==> config.mk <==
export PLATFORM = sky130hd
export DESIGN_NAME = page_frame_free_list_allocator
export DESIGN_NICKNAME = d
export VERILOG_FILES = /design/src/rtl/pffla_pkg.sv /design/src/rtl/page_frame_free_list_allocator.sv /design/src/rtl/pffla_front.sv /design/src/rtl/pffla_queue.sv /design/src/rtl/pffla_back.sv
export VERILOG_INCLUDE_DIRS = /design/src /design/src/rtl
export SDC_FILE = /design/constraint.sdc
export NUM_CORES = 1
export LEC_CHECK = 0
export BUFFER_PORTS_ARGS = -buffer_cell sky130_fd_sc_hd__buf_2
export CELL_PAD_IN_SITES_DETAIL_PLACEMENT = 0
export CELL_PAD_IN_SITES_GLOBAL_PLACEMENT = 1
export CORE_ASPECT_RATIO = 0.9
export CORE_MARGIN = 2
export CORE_UTILIZATION = 53
export DETAILED_ROUTE_END_ITERATION = 7
export GPL_TIMING_DRIVEN = 0
export PLACE_DENSITY = 0.81
export SLEW_MARGIN = 20
export SYNTH_ARGS = -nofsm -noshare
export SYNTH_HDL_FRONTEND = slang
export SYNTH_SLANG_ARGS = --single-unit
==> constraint.sdc <==
create_clock -name i_clk -period 4.13 [get_ports i_clk]
set_clock_uncertainty 0.15 [all_clocks]
set_input_delay 0.2065 -clock i_clk [delete_from_list [all_inputs] [get_ports i_clk]]
set_output_delay 0.2065 -clock i_clk [all_outputs]
set_load 0.05 [all_outputs]
==> src/rtl/page_frame_free_list_allocator_assert.svh <==
// Assertion macros for the page frame allocator.
// No dependencies; included by the top level only.
`ifndef PAGE_FRAME_FREE_LIST_ALLOCATOR_ASSERT_SVH
`define PAGE_FRAME_FREE_LIST_ALLOCATOR_ASSERT_SVH

// Same-cycle implication, checked out of reset
`define PFFLA_ASSERT_NOW(label, clk, rst_n, ante, cons, msg) \
    label: assert property (@(posedge clk) disable iff (!rst_n) (ante) |-> (cons)) \
        else $error(msg);

// Next-cycle implication, checked out of reset
`define PFFLA_ASSERT_NEXT(label, clk, rst_n, ante, cons, msg) \
    label: assert property (@(posedge clk) disable iff (!rst_n) (ante) |=> (cons)) \
        else $error(msg);

`endif

==> src/rtl/pffla_pkg.sv <==
// Shared types and constants of the page frame allocator.
// No dependencies; imported by every module.
package pffla_pkg;

    localparam int MAX_PAGES = 64;
    localparam int PAGE_W    = $clog2(MAX_PAGES);
    localparam int PTR_W     = 7;
    localparam int Q_DEPTH   = 2;
    localparam int Q_PTR_W   = $clog2(Q_DEPTH);
    localparam int Q_CNT_W   = $clog2(Q_DEPTH + 1);

    localparam logic [PTR_W-1:0]  END_MARK  = 7'd127;
    localparam logic [PAGE_W-1:0] COUNT_MAX = 6'd63;
    localparam logic [PTR_W-1:0]  TOTAL_MIN = 7'd2;
    localparam logic [PTR_W-1:0]  TOTAL_MAX = 7'd64;

    // action codes of an input request
    localparam logic [1:0] ACT_ALLOC = 2'd0;
    localparam logic [1:0] ACT_FREE  = 2'd1;
    localparam logic [1:0] ACT_LIST  = 2'd2;

    // register index of total_pages
    localparam logic REG_TOTAL = 1'b0;

    typedef struct packed {
        logic [1:0]        action;
        logic [6:0]        alloc_count;
        logic [PAGE_W-1:0] page_number;
    } t_in_item;

    typedef struct packed {
        logic [PAGE_W-1:0] page_out;
        logic              ok;
        logic              last;
        logic [PAGE_W-1:0] free_count;
    } t_out_item;

    typedef enum logic [1:0] {
        OP_ALLOC,
        OP_FREE,
        OP_LIST,
        OP_BAD
    } t_op;

    typedef struct packed {
        t_op               op;
        logic [6:0]        count;
        logic [PAGE_W-1:0] page;
    } t_cmd;

    typedef struct packed {
        logic push;
        t_cmd cmd;
    } t_q_wr;

    typedef struct packed {
        logic valid;
        t_cmd cmd;
    } t_q_rd;

    typedef struct packed {
        logic             wr;
        logic [PTR_W-1:0] wr_total;
        logic [PTR_W-1:0] total;
    } t_cfg;

    typedef enum logic [1:0] {
        ST_IDLE,
        ST_READ,
        ST_EMIT
    } t_state;

    // next pointer of an entry that has not been written since the rebuild
    function automatic logic [PTR_W-1:0] dflt_next(logic [PAGE_W-1:0] a,
                                                   logic [PTR_W-1:0] total);
        logic [PTR_W-1:0] a1;
        a1 = {1'b0, a} + 7'd1;
        if ((a != '0) && (a1 < total)) begin
            return a1;
        end
        return END_MARK;
    endfunction

    // clamp a written total to the supported range
    function automatic logic [PTR_W-1:0] clamp_total(logic [PTR_W-1:0] v);
        if (v < TOTAL_MIN) begin
            return TOTAL_MIN;
        end
        if (v > TOTAL_MAX) begin
            return TOTAL_MAX;
        end
        return v;
    endfunction

endpackage

==> src/rtl/page_frame_free_list_allocator.sv <==
// Top level of the page frame allocator: register port and module wiring.
// Depends on pffla_pkg, pffla_front, pffla_queue, pffla_back and the
// assertion macro header.

// LIFO free-list allocator of 64 KiB page frames (byte address = page * 65536).
// Requests enter through a two-entry command queue, so a new request is taken
// while the back end works. Free, refused, zero-count and bad requests give a
// single result, registered in the command queue and then in the result register.
// Allocate and list give one result per page; the registered read of the
// next-pointer table (READ state) comes before each page is emitted (EMIT).
// Writing total_pages (offset 0) rebuilds the free list; no clearing pass is
// needed after reset. Write it only while the block is idle.
`include "page_frame_free_list_allocator_assert.svh"

module page_frame_free_list_allocator import pffla_pkg::*; (
    input  logic        i_clk,
    input  logic        i_rst_n,
    // request channel
    input  logic        i_in_valid,
    input  t_in_item    i_in,
    output logic        o_in_stall,
    // result channel
    output logic        o_out_valid,
    output t_out_item   o_out,
    input  logic        i_out_stall,
    // register port
    input  logic        psel,
    input  logic        penable,
    input  logic        pwrite,
    input  logic [2:0]  paddr,
    input  logic [31:0] pwdata,
    output logic [31:0] prdata,
    output logic        pready
);

    logic [PTR_W-1:0] r_total_pages;
    logic             cfg_wr;
    t_cfg             cfg;
    t_q_wr            q_wr;
    t_q_rd            q_rd;
    logic             q_full;
    logic             q_pop;

    // register write decode
    assign pready = 1'b1;
    assign cfg_wr = psel && penable && pwrite && (paddr[2] == REG_TOTAL);

    always_ff @(posedge i_clk) begin
        if (!i_rst_n) begin
            r_total_pages <= TOTAL_MAX;
        end else begin
            if (cfg_wr) begin
                r_total_pages <= clamp_total(pwdata[PTR_W-1:0]);
            end
        end
    end

    assign prdata       = (paddr[2] == REG_TOTAL) ? {25'd0, r_total_pages} : 32'd0;
    assign cfg.wr       = cfg_wr;
    assign cfg.wr_total = clamp_total(pwdata[PTR_W-1:0]);
    assign cfg.total    = r_total_pages;

    pffla_front u_front (
        .i_in_valid (i_in_valid),
        .i_in       (i_in),
        .o_in_stall (o_in_stall),
        .i_q_full   (q_full),
        .o_q_wr     (q_wr)
    );

    pffla_queue u_queue (
        .i_clk   (i_clk),
        .i_rst_n (i_rst_n),
        .i_wr    (q_wr),
        .o_full  (q_full),
        .i_pop   (q_pop),
        .o_rd    (q_rd)
    );

    pffla_back u_back (
        .i_clk       (i_clk),
        .i_rst_n     (i_rst_n),
        .i_cfg       (cfg),
        .i_q         (q_rd),
        .o_pop       (q_pop),
        .o_out_valid (o_out_valid),
        .o_out       (o_out),
        .i_out_stall (i_out_stall)
    );

    // back end only takes commands that are present
    `PFFLA_ASSERT_NOW(a_pop_valid, i_clk, i_rst_n, q_pop, q_rd.valid, "pop of empty queue")
    // a refusal is a lone result without a page
    `PFFLA_ASSERT_NOW(a_refuse_form, i_clk, i_rst_n, o_out_valid && !o_out.ok,
        o_out.last && (o_out.page_out == '0), "refusal not final or carries a page")
    // a free request answers in the next cycle
    `PFFLA_ASSERT_NEXT(a_free_answer, i_clk, i_rst_n, q_pop && (q_rd.cmd.op == OP_FREE),
        o_out_valid, "free request gave no result")
    // the front end only pushes when the queue has room
    `PFFLA_ASSERT_NOW(a_push_room, i_clk, i_rst_n, q_wr.push, !q_full,
        "push into full queue")

endmodule

==> src/rtl/pffla_front.sv <==
// Front end: takes input requests and classifies them into commands.
// Depends on pffla_pkg; feeds pffla_queue.
module pffla_front import pffla_pkg::*; (
    input  logic     i_in_valid,
    input  t_in_item i_in,
    output logic     o_in_stall,
    input  logic     i_q_full,
    output t_q_wr    o_q_wr
);

    t_op op;

    // decode the action field
    always_comb begin
        case (i_in.action)
            ACT_ALLOC: op = OP_ALLOC;
            ACT_FREE:  op = OP_FREE;
            ACT_LIST:  op = OP_LIST;
            default:   op = OP_BAD;
        endcase
    end

    // push into the command queue while it has room
    assign o_in_stall       = i_q_full;
    assign o_q_wr.push      = i_in_valid && !i_q_full;
    assign o_q_wr.cmd.op    = op;
    assign o_q_wr.cmd.count = i_in.alloc_count;
    assign o_q_wr.cmd.page  = i_in.page_number;

endmodule

==> src/rtl/pffla_queue.sv <==
// Two-entry command queue between front end and back end.
// Depends on pffla_pkg.
module pffla_queue import pffla_pkg::*; (
    input  logic  i_clk,
    input  logic  i_rst_n,
    input  t_q_wr i_wr,
    output logic  o_full,
    input  logic  i_pop,
    output t_q_rd o_rd
);

    t_cmd               r_ent [Q_DEPTH];
    logic [Q_PTR_W-1:0] r_wp, n_wp;
    logic [Q_PTR_W-1:0] r_rp, n_rp;
    logic [Q_CNT_W-1:0] r_cnt, n_cnt;
    logic               do_push;
    logic               do_pop;

    assign o_full  = (r_cnt == Q_CNT_W'(Q_DEPTH));
    assign do_push = i_wr.push && !o_full;
    assign do_pop  = i_pop && (r_cnt != '0);

    // pointer and fill updates
    always_comb begin
        n_wp  = r_wp;
        n_rp  = r_rp;
        n_cnt = r_cnt;
        if (do_push) begin
            n_wp = (r_wp == Q_PTR_W'(Q_DEPTH - 1)) ? '0 : r_wp + 1'b1;
        end
        if (do_pop) begin
            n_rp = (r_rp == Q_PTR_W'(Q_DEPTH - 1)) ? '0 : r_rp + 1'b1;
        end
        if (do_push && !do_pop) begin
            n_cnt = r_cnt + 1'b1;
        end else if (do_pop && !do_push) begin
            n_cnt = r_cnt - 1'b1;
        end
    end

    always_ff @(posedge i_clk) begin
        if (!i_rst_n) begin
            r_wp  <= '0;
            r_rp  <= '0;
            r_cnt <= '0;
        end else begin
            r_wp  <= n_wp;
            r_rp  <= n_rp;
            r_cnt <= n_cnt;
        end
    end

    // entry storage
    always_ff @(posedge i_clk) begin
        if (do_push) begin
            r_ent[r_wp] <= i_wr.cmd;
        end
    end

    assign o_rd.valid = (r_cnt != '0);
    assign o_rd.cmd   = r_ent[r_rp];

endmodule

==> src/rtl/pffla_back.sv <==
// Back end: next-pointer table, head, free count and result register.
// Depends on pffla_pkg; drains pffla_queue.
module pffla_back import pffla_pkg::*; (
    input  logic      i_clk,
    input  logic      i_rst_n,
    input  t_cfg      i_cfg,
    input  t_q_rd     i_q,
    output logic      o_pop,
    output logic      o_out_valid,
    output t_out_item o_out,
    input  logic      i_out_stall
);

    t_state r_state, n_state;

    logic [PTR_W-1:0]  r_head, n_head;
    logic [PAGE_W-1:0] r_free, n_free;
    logic [PTR_W-1:0]  r_ptr,  n_ptr;
    logic [PAGE_W-1:0] r_left, n_left;
    logic              r_is_alloc, n_is_alloc;

    // next-pointer table with per-entry written marks
    logic [PTR_W-1:0]     r_mem [MAX_PAGES];
    logic [MAX_PAGES-1:0] r_wrote;
    logic [PTR_W-1:0]     r_rdata;
    logic                 r_rd_wrote;
    logic                 mem_we;

    logic      r_out_valid, n_out_valid;
    t_out_item r_out, n_out;

    logic             slot_free;
    logic             emit;
    t_out_item        emit_item;
    logic [PTR_W-1:0] next_ptr;

    assign slot_free = !r_out_valid || !i_out_stall;

    // successor of the walk pointer
    always_comb begin
        if (r_ptr[PTR_W-1]) begin
            next_ptr = END_MARK;
        end else if (r_rd_wrote) begin
            next_ptr = r_rdata;
        end else begin
            next_ptr = dflt_next(r_ptr[PAGE_W-1:0], i_cfg.total);
        end
    end

    // next state
    always_comb begin
        n_state = r_state;
        case (r_state)
            ST_IDLE: begin
                if (i_q.valid && slot_free) begin
                    if ((i_q.cmd.op == OP_ALLOC) && (i_q.cmd.count != '0)
                        && (i_q.cmd.count <= {1'b0, r_free})) begin
                        n_state = ST_READ;
                    end else if ((i_q.cmd.op == OP_LIST) && (r_free != '0)) begin
                        n_state = ST_READ;
                    end
                end
            end
            ST_READ: n_state = ST_EMIT;
            ST_EMIT: begin
                if (slot_free) begin
                    n_state = (r_left == PAGE_W'(1)) ? ST_IDLE : ST_READ;
                end
            end
            default: n_state = ST_IDLE;
        endcase
    end

    // datapath and result generation
    always_comb begin
        n_head     = r_head;
        n_free     = r_free;
        n_ptr      = r_ptr;
        n_left     = r_left;
        n_is_alloc = r_is_alloc;
        o_pop      = 1'b0;
        mem_we     = 1'b0;
        emit       = 1'b0;
        emit_item  = '{page_out: '0, ok: 1'b0, last: 1'b1, free_count: r_free};
        case (r_state)
            ST_IDLE: begin
                if (i_q.valid && slot_free) begin
                    o_pop = 1'b1;
                    case (i_q.cmd.op)
                        OP_ALLOC: begin
                            if (i_q.cmd.count > {1'b0, r_free}) begin
                                emit = 1'b1;
                            end else if (i_q.cmd.count == '0) begin
                                emit         = 1'b1;
                                emit_item.ok = 1'b1;
                            end else begin
                                n_ptr      = r_head;
                                n_left     = i_q.cmd.count[PAGE_W-1:0];
                                n_is_alloc = 1'b1;
                            end
                        end
                        OP_FREE: begin
                            emit = 1'b1;
                            if (r_free != COUNT_MAX) begin
                                mem_we               = 1'b1;
                                n_head               = {1'b0, i_q.cmd.page};
                                n_free               = r_free + 1'b1;
                                emit_item.ok         = 1'b1;
                                emit_item.free_count = r_free + 1'b1;
                            end
                        end
                        OP_LIST: begin
                            if (r_free == '0) begin
                                emit         = 1'b1;
                                emit_item.ok = 1'b1;
                            end else begin
                                n_ptr      = r_head;
                                n_left     = r_free;
                                n_is_alloc = 1'b0;
                            end
                        end
                        default: emit = 1'b1;
                    endcase
                end
            end
            ST_EMIT: begin
                if (slot_free) begin
                    emit               = 1'b1;
                    emit_item.ok       = 1'b1;
                    emit_item.last     = (r_left == PAGE_W'(1));
                    emit_item.page_out = r_ptr[PTR_W-1] ? '0 : r_ptr[PAGE_W-1:0];
                    n_ptr              = next_ptr;
                    n_left             = r_left - 1'b1;
                    if (r_is_alloc) begin
                        n_head               = next_ptr;
                        n_free               = r_free - 1'b1;
                        emit_item.free_count = r_free - 1'b1;
                    end
                end
            end
            default: ;
        endcase
        // rebuild of the free list on a total_pages write
        if (i_cfg.wr) begin
            n_head = 7'd1;
            n_free = PAGE_W'(i_cfg.wr_total - 7'd1);
        end
    end

    // result register
    always_comb begin
        n_out_valid = r_out_valid;
        n_out       = r_out;
        if (emit) begin
            n_out_valid = 1'b1;
            n_out       = emit_item;
        end else if (!i_out_stall) begin
            n_out_valid = 1'b0;
        end
    end

    always_ff @(posedge i_clk) begin
        if (!i_rst_n) begin
            r_state     <= ST_IDLE;
            r_head      <= 7'd1;
            r_free      <= PAGE_W'(TOTAL_MAX - 7'd1);
            r_out_valid <= 1'b0;
            r_is_alloc  <= 1'b0;
            r_left      <= '0;
            r_ptr       <= '0;
        end else begin
            r_state     <= n_state;
            r_head      <= n_head;
            r_free      <= n_free;
            r_out_valid <= n_out_valid;
            r_is_alloc  <= n_is_alloc;
            r_left      <= n_left;
            r_ptr       <= n_ptr;
        end
    end

    always_ff @(posedge i_clk) begin
        r_out <= n_out;
    end

    // written marks, cleared by reset and by a rebuild
    always_ff @(posedge i_clk) begin
        if (!i_rst_n || i_cfg.wr) begin
            r_wrote <= '0;
        end else if (mem_we) begin
            r_wrote[i_q.cmd.page] <= 1'b1;
        end
    end

    // table write on free, registered read for the walk
    always_ff @(posedge i_clk) begin
        if (mem_we) begin
            r_mem[i_q.cmd.page] <= r_head;
        end
        if (r_state == ST_READ) begin
            r_rdata    <= r_mem[r_ptr[PAGE_W-1:0]];
            r_rd_wrote <= r_wrote[r_ptr[PAGE_W-1:0]];
        end
    end

    assign o_out_valid = r_out_valid;
    assign o_out       = r_out;

endmodule

# [Yosys cells after proc, flatten, opt, wreduce, memory -nomap -nowiden]
# Memory sizes are Yosys's and may differ from the RTL's. A register that Yosys moved wholly into a read port is not among the register bits.
# Cells that the tools add are included.
[totals] in_bits=57 ram_bits=478 output_inout_bits=49 reg_bits=120 elab_cells=203 mem_count=2
[mem_list] name="u_back.r_mem" depth=64 width=7 read_ports=1 rd_clocked_by_memory_dff=1 wr=1 line="pffla_back.sv:23" source="logic [PTR_W-1:0] r_mem [MAX_PAGES];"
[mem_list] name="u_queue.r_ent" depth=2 width=15 read_ports=1 rd_clocked_by_memory_dff=1 wr=1 line="pffla_queue.sv:12" source="t_cmd r_ent [Q_DEPTH];"
[classes] n_reduce_logical=43 n_eq_ne=24 n_bitwise=5 n_lt_le_gt_ge=8 n_mux=95 add_sub_neg=9
[ops] cell="two-way mux 7 bit" n=19
[ops] cell="two-way mux 6 bit" n=13
[ops] cell="OR 64 bit" n=1
[ops] cell="case mux 6 bit (2 select lines)" n=4
[ops] cell="case mux 7 bit (2 select lines)" n=3
[ops] cell="two-way mux 1 bit" n=40
[ops] cell="subtractor 6 x 1 -> 6 bit, second input constant" n=3
[ops] cell="logical AND 1 bit" n=14
[ops] cell="less-than comparator 6 x 7 -> 1 bit, second input constant" n=2
[ops] cell="two-way mux 2 bit" n=6
[ops] cell="case mux 2 bit (3 select lines)" n=2
[ops] cell="AND reduction 6 bit" n=2
[ops] cell="nonzero test 6 bit" n=2
[ops] cell="inequality test 2 x 1 -> 1 bit, second input constant" n=5
[ops] cell="inequality test 3 bit, second input constant" n=3
[ops] cell="equality test 2 bit, second input constant" n=4
[ops] cell="two-way mux 8 bit" n=1
[ops] cell="inequality test 2 bit, second input constant" n=4
[ops] cell="case mux 1 bit (2 select lines)" n=4
[ops] cell="nonzero test 2 bit" n=4
[ops] cell="adder 6 x 1 -> 7 bit, second input constant" n=1
[ops] cell="greater-than comparator 7 x 6 -> 1 bit" n=1
[ops] cell="greater-than comparator 7 bit, second input constant" n=1
[ops] cell="<= comparator 7 x 6 -> 1 bit" n=1
[ops] cell="other kinds (28)" n=44

# [Longest topological paths before layout]
[logic_depth] ltp_word=12 ltp_mapped=13 ltp_nobuf=11

# [Hierarchy]
# Synthesis repeated with hierarchy kept, for this count alone.
[unflattened] cells_unflattened=1447 area_unflattened_um2=24937.7
[by_module_without_submodules] mod="pffla_back" area_each_um2=22897.0 seq_area_each_um2=15995.3 cells_per_inst=1282 instances=1
[by_module_without_submodules] mod="pffla_queue" area_each_um2=1318.8 seq_area_each_um2=1001.0 cells_per_inst=72 instances=1
[by_module_without_submodules] mod="page_frame_free_list_allocator" area_each_um2=595.6 seq_area_each_um2=140.1 cells_per_inst=76 instances=1
[by_module_without_submodules] mod="pffla_front" area_each_um2=126.4 seq_area_each_um2=0.0 cells_per_inst=17 instances=1

# [Worst setup path after synthesis]
# No wires, ideal clock.
[synth_path] path_type="register to register" startpoint="register with a tool-made name" endpoint="register u_back.r_out, in the netlist u_back.o_out[0], enable pin" setup_time_ns=0.404 period_less_slack_ns=3.716 required_time_ns=3.576 n_path_buf=3 t_arrival_ns=3.162 setup_slack_ns=0.414 path_stages_with_launch=12 path_cell_list="dfxtp_1 > buf_2 > buf_4 > buf_2 > mux2_2 > ha_1 > nand3b_1 > a21oi_1 > o31ai_1 > nand3_1 > o211ai_1 > o21ai_0"
[synth_lines] item="to (signal assigned)" line="pffla_back.sv:183" source="r_out <= n_out;"
[synth_lines] item="to (decl)" line="pffla_back.sv:30" source="t_out_item r_out, n_out;"

# [Worst setup path after layout]
[layout_path] startpoint="register u_back.r_ptr[2]" endpoint="register u_back.r_head[2]"
[layout_between] elab_chain_len=12 elab_cells_between_ends=14 classes_between="add/sub (1); order compare (1); mux (10); reduce/logical (2)"
[layout_lines] item="from (decl)" line="pffla_back.sv:18" source="logic [PTR_W-1:0] r_ptr, n_ptr;"
[layout_lines] item="from (signal assigned)" line="pffla_back.sv:178" source="r_ptr <= n_ptr;"
[layout_lines] item="adder 6 x 1 -> 7 bit" line="pffla_pkg.sv:77" source="a1 = {1'b0, a} + 7'd1;"
[layout_lines] item="less-than comparator 7 bit" line="pffla_pkg.sv:78" source="if ((a != '0) && (a1 < total)) begin"
[layout_lines] item="logical AND 1 bit" line="pffla_pkg.sv:78"
[layout_lines] item="two-way mux 1 bit" line="pffla_pkg.sv:78"
[layout_lines] item="two-way mux 1 bit" line="pffla_back.sv:43" source="end else if (r_rd_wrote) begin"
[layout_lines] item="two-way mux 1 bit" line="pffla_back.sv:41" source="if (r_ptr[PTR_W-1]) begin"
[layout_lines] item="two-way mux 7 bit *" line="pffla_pkg.sv:81" source="return END_MARK;"
[layout_lines] item="two-way mux 7 bit *" line="pffla_back.sv:43"
[layout_lines] item="two-way mux 7 bit *" line="pffla_back.sv:41"
[layout_lines] item="two-way mux 7 bit *" line="pffla_back.sv:134" source="if (r_is_alloc) begin"
[layout_lines] item="two-way mux 7 bit *" line="pffla_back.sv:127" source="if (slot_free) begin"
[layout_lines] item="case mux 7 bit (2 select lines) *" line="pffla_back.sv:85" source="case (r_state)"
[layout_lines] item="to (signal assigned)" line="pffla_back.sv:173" source="r_head <= n_head;"
[layout_lines] item="to (decl)" line="pffla_back.sv:16" source="logic [PTR_W-1:0] r_head, n_head;"
# Mark *: on every way between the ends. The rest lies on a longest branch, timed or not. The select of a mux whose other input is x is not followed.
# A chain may end at the register's enable or synchronous reset.

==> results.md <==
- Overall power after layout: 15,860 uW
- Critical path fanouts, max: 10
- Initial Utilization: 53.41%
- Share of the clock period used by the worst path after layout: 97.68%
- Average routed wire per standard cell: 27.86 um
- Clock input transition at the sequential cells of the worst setup and hold paths: 0.06 ns
- Clock network latency to the later pin of the worst-skew pair: 0.62 ns
- Number of max-slew violations in the final report: 0
- Worst endpoint required time: 4.45 ns
- Synth area leaders: edfxtp_1 (61%), mux4_2 (12%), dfxtp_1 (8.6%)
- Most used cells in the layout excluding fill and tap cells: edfxtp_1 (500), nor2_1 (165), mux4_2 (134)
- Total grt overflow: 0
- Power share of the sequential group: 44.1%
- P per Cell Area: 559.4 mW/mm^2
- Endpoint type of the worst setup path: flip-flop
- Net switching component of the power: 4444 uW
- Number of levels in the clock H-tree: 2
- Cell accounting for the most synthesized area: edfxtp_1
- Leak Pwr: 0.009911 uW
- Max Clock Freq: 0.2479 GHz
- Hold violation total from the final report: 0
- EDFF count, synth: 500
- Mean post-synth cell area: 16.20 um^2
- Worst Setup Path Type: flip-flop to flip-flop
- Vertical die dimension: 209.2 um
- Antenna violations before repair: 0
- Global placement routability congestion: 0.9050
- Via count of the routed design: 14,740
- Switching Fraction: 28.02%
- Mean number of vias per cell: 6.250
- Post-route design area: 0.02835 mm^2
- # clock sinks: 606
- Worst reg-to-reg setup slack: 0.1 ns
- Die area: 0.04856 mm^2
- Port bufs: 47
- Crit path time final: 4.034 ns
- Fraction of layout instances using a drive strength above 1: 21.40%
- Proportion of power drawn by the clock network: 35.7%
- Aggregate routed wire length: 65,720 um
- Number of different library cells in the post-synthesis netlist: 77
- Startpoint of the worst-slack reg-to-reg timing path: u_back.r_ptr[2]
- Ys Warns: 0
- Internal Power: 11,420 uW
- Transition time of the tightest slew-check pin: 1.184 ns
- Slew margin rel.: 21.05%
- Violation count after the first detailed-routing iteration: 1,729
- Worst voltage drop across the vdd grid: 0.2966 mV
- Arrival time reported for the critical path endpoint: 4.36 ns
- Instance area after placement: 0.02601 mm^2
- Total routing resource utilization after global routing: 27.52%
- Maximum number of pins on one net before global-route repair: 67
- Synthesized flop and latch total: 606
- Cell count after synthesis: 1,531
- Via count of the first global-routing pass: 14,620
- Clk root buf: clkbuf_16
- Setup-violating endpoint count in the final report: 0
- # Max-Cap Violations: 0
- Num CTS Buffers: 57
- Portion of total power attributed to combinational logic: 20.2%
- Cell area after synthesis: 0.02481 mm^2
- Area inside the core boundary: 0.04645 mm^2
- I/O pin cnt: 106
- Number of diodes: 0
- Count of nets after finishing: 1,772
- Number of nets with antenna violations after routing: 0
- Footprint of the multi-input gates: 0.007092 mm^2
- Sequential area share after synthesis: 69.08%
- Setup crit start: u_back.r_ptr[2]
- Initial DRT Pass Iterations: 6
- Combined flip-flop and latch cell area: 0.01716 mm^2
- Bufs on Longest Clock Path: 3
- Clock tree from TritonCTS: yes
- Number of placement rows: 75
- Status: finished clean
- Synth async-reset ratio: 0%
- Area share of the leading cell type in the synthesized netlist: 60.52%
- Wire length of the first global-routing pass: 95,540 um
- Horiz. Die Dim: 232.1 um
- Post-DP HPWL: 44,090 um
- Synthesis-to-layout area growth: 14.28%
- Filler instances: 3,375
- RSZ-0062 raised after global routing: false
- Worst setup SP type: flip-flop
- Hold wc startpoint: pwdata[0]
- Most common cell after layout, fill and taps aside: edfxtp_1
- Most instantiated flip-flop cell in the synthesis netlist: edfxtp_1
- Drt drc: 0
- Class of the tightest hold or removal check: primary input to flip-flop
==> final timing paths <==
kind                             end  cells after the start
setup / recovery    u_back.r_head[2]                     12
hold / removal      r_total_pages[0]                      5
setup reg to reg    u_back.r_head[2]                     12
hold reg to reg   u_back.r_wrote[35]                      1
==> state kept, by name, summed over array words and instances, names as in the netlist, 7 cells and up, named ones only <==
signal          count
u_back.r_ptr        7
u_back.r_mem      448
u_back.o_out       14
u_back.r_head       7
u_back.r_rdata      7
u_queue.r_ent      30
u_back.r_wrote     64
r_total_pages       7
==> per-stage QoR <==
stage | setup TNS, ns | std cells | utilization, % | hold WS [ns] | worst slack, ns
global placement | -9.188 | 2218 | 55.77 | 0.2453 | -0.5905
floorplan | 0 | 1555 | - | 0.1554 | 0.4137
global route | 0 | 2359 | 61.03 | 0.07322 | 0.02171
detailed placement | -1.006 | 2222 | 55.99 | 0.2511 | -0.1417
finish | 0 | 2359 | 61.03 | 0.02281 | 0.09584
CTS | 0 | 2359 | 61.02 | 0.005512 | 0.1949
==> power by group through the flow <==
stage | clock, uW | sequential [uW] | combinational (uW)
detailed placement | 0 | 7130 | 3130
finish | 5660 | 6990 | 3200
floorplan | 0 | 7230 | 2030
CTS | 5700 | 6990 | 3170
global route | 5920 | 7020 | 3380
global placement | 0 | 7140 | 3050
==> kinds of logic after synthesis <==
kind of cell | share of synthesized area [%]
flip-flops | 69.08
AND/OR/NAND/NOR | 7.152
AO/OA/AOI/OAI | 6.133
multiplexers | 13.35
buffers and inverters | 2.744
adder cells (fa/ha/maj) | 1.059
XOR/XNOR | 0.4590
other | 0.03027
==> layer usage <==
metal	GRT usage (%)	wire [um]	share of wire (%)
met1	39.35	26650	41
met2	41.32	29900	45
met3	7.151	6859	10
met4	9.660	2310	3.5
met5	0	0	0
==> critical path, stage by stage (launching register included) <==
cell and delay (ns):
dfxtp_1 0.31, clkbuf_1 0.23, buf_2 0.42, buf_1 0.81
xnor2_1 0.26, inv_1 0.09, ha_1 0.28, nor2_1 0.08
a211oi_1 0.08, nor4b_2 0.66, a21oi_1 0.28, o211ai_1 0.16
a21oi_1 0.10
==> cell type report <==
| cell class | count | share of cell area [%] |
|---|---|---|
| Clock inverter | 39 | 1.739 |
| Sequential cell | 606 | 60.51 |
| Clock buffer | 69 | 5.446 |
| Buffer | 106 | 1.990 |
| Tap cell | 616 | 2.719 |
| Multi-Input combinational cell | 811 | 25.02 |
| Inverter | 31 | 0.4105 |
| Timing Repair Buffer | 81 | 2.167 |
==> cell usage after synthesis (11+ instances only) <==
cell type    n
a22oi_1     17
ha_1        21
nand4_1     11
o21a_1      43
mux4_2     134
dfxtp_1    106
clkbuf_1    47
nor2_1     168
nor2b_1     12
nand2b_1    12
o21ai_0     28
buf_4       32
a21oi_1     35
inv_1       29
mux2i_1     21
edfxtp_1   500
buf_2       22
nand3_1     28
nand2_1     60
nor3_1      26
==> repair_timing <==
item	CTS	global route
resized for setup	1	2
pin swaps	0	0
buffers inserted	0	0
hold buffers	30	0
endpoints found under the setup margin	12	7
hold endpoints to repair	49	0
No activity file was read; power rests on OpenSTA's default activity.
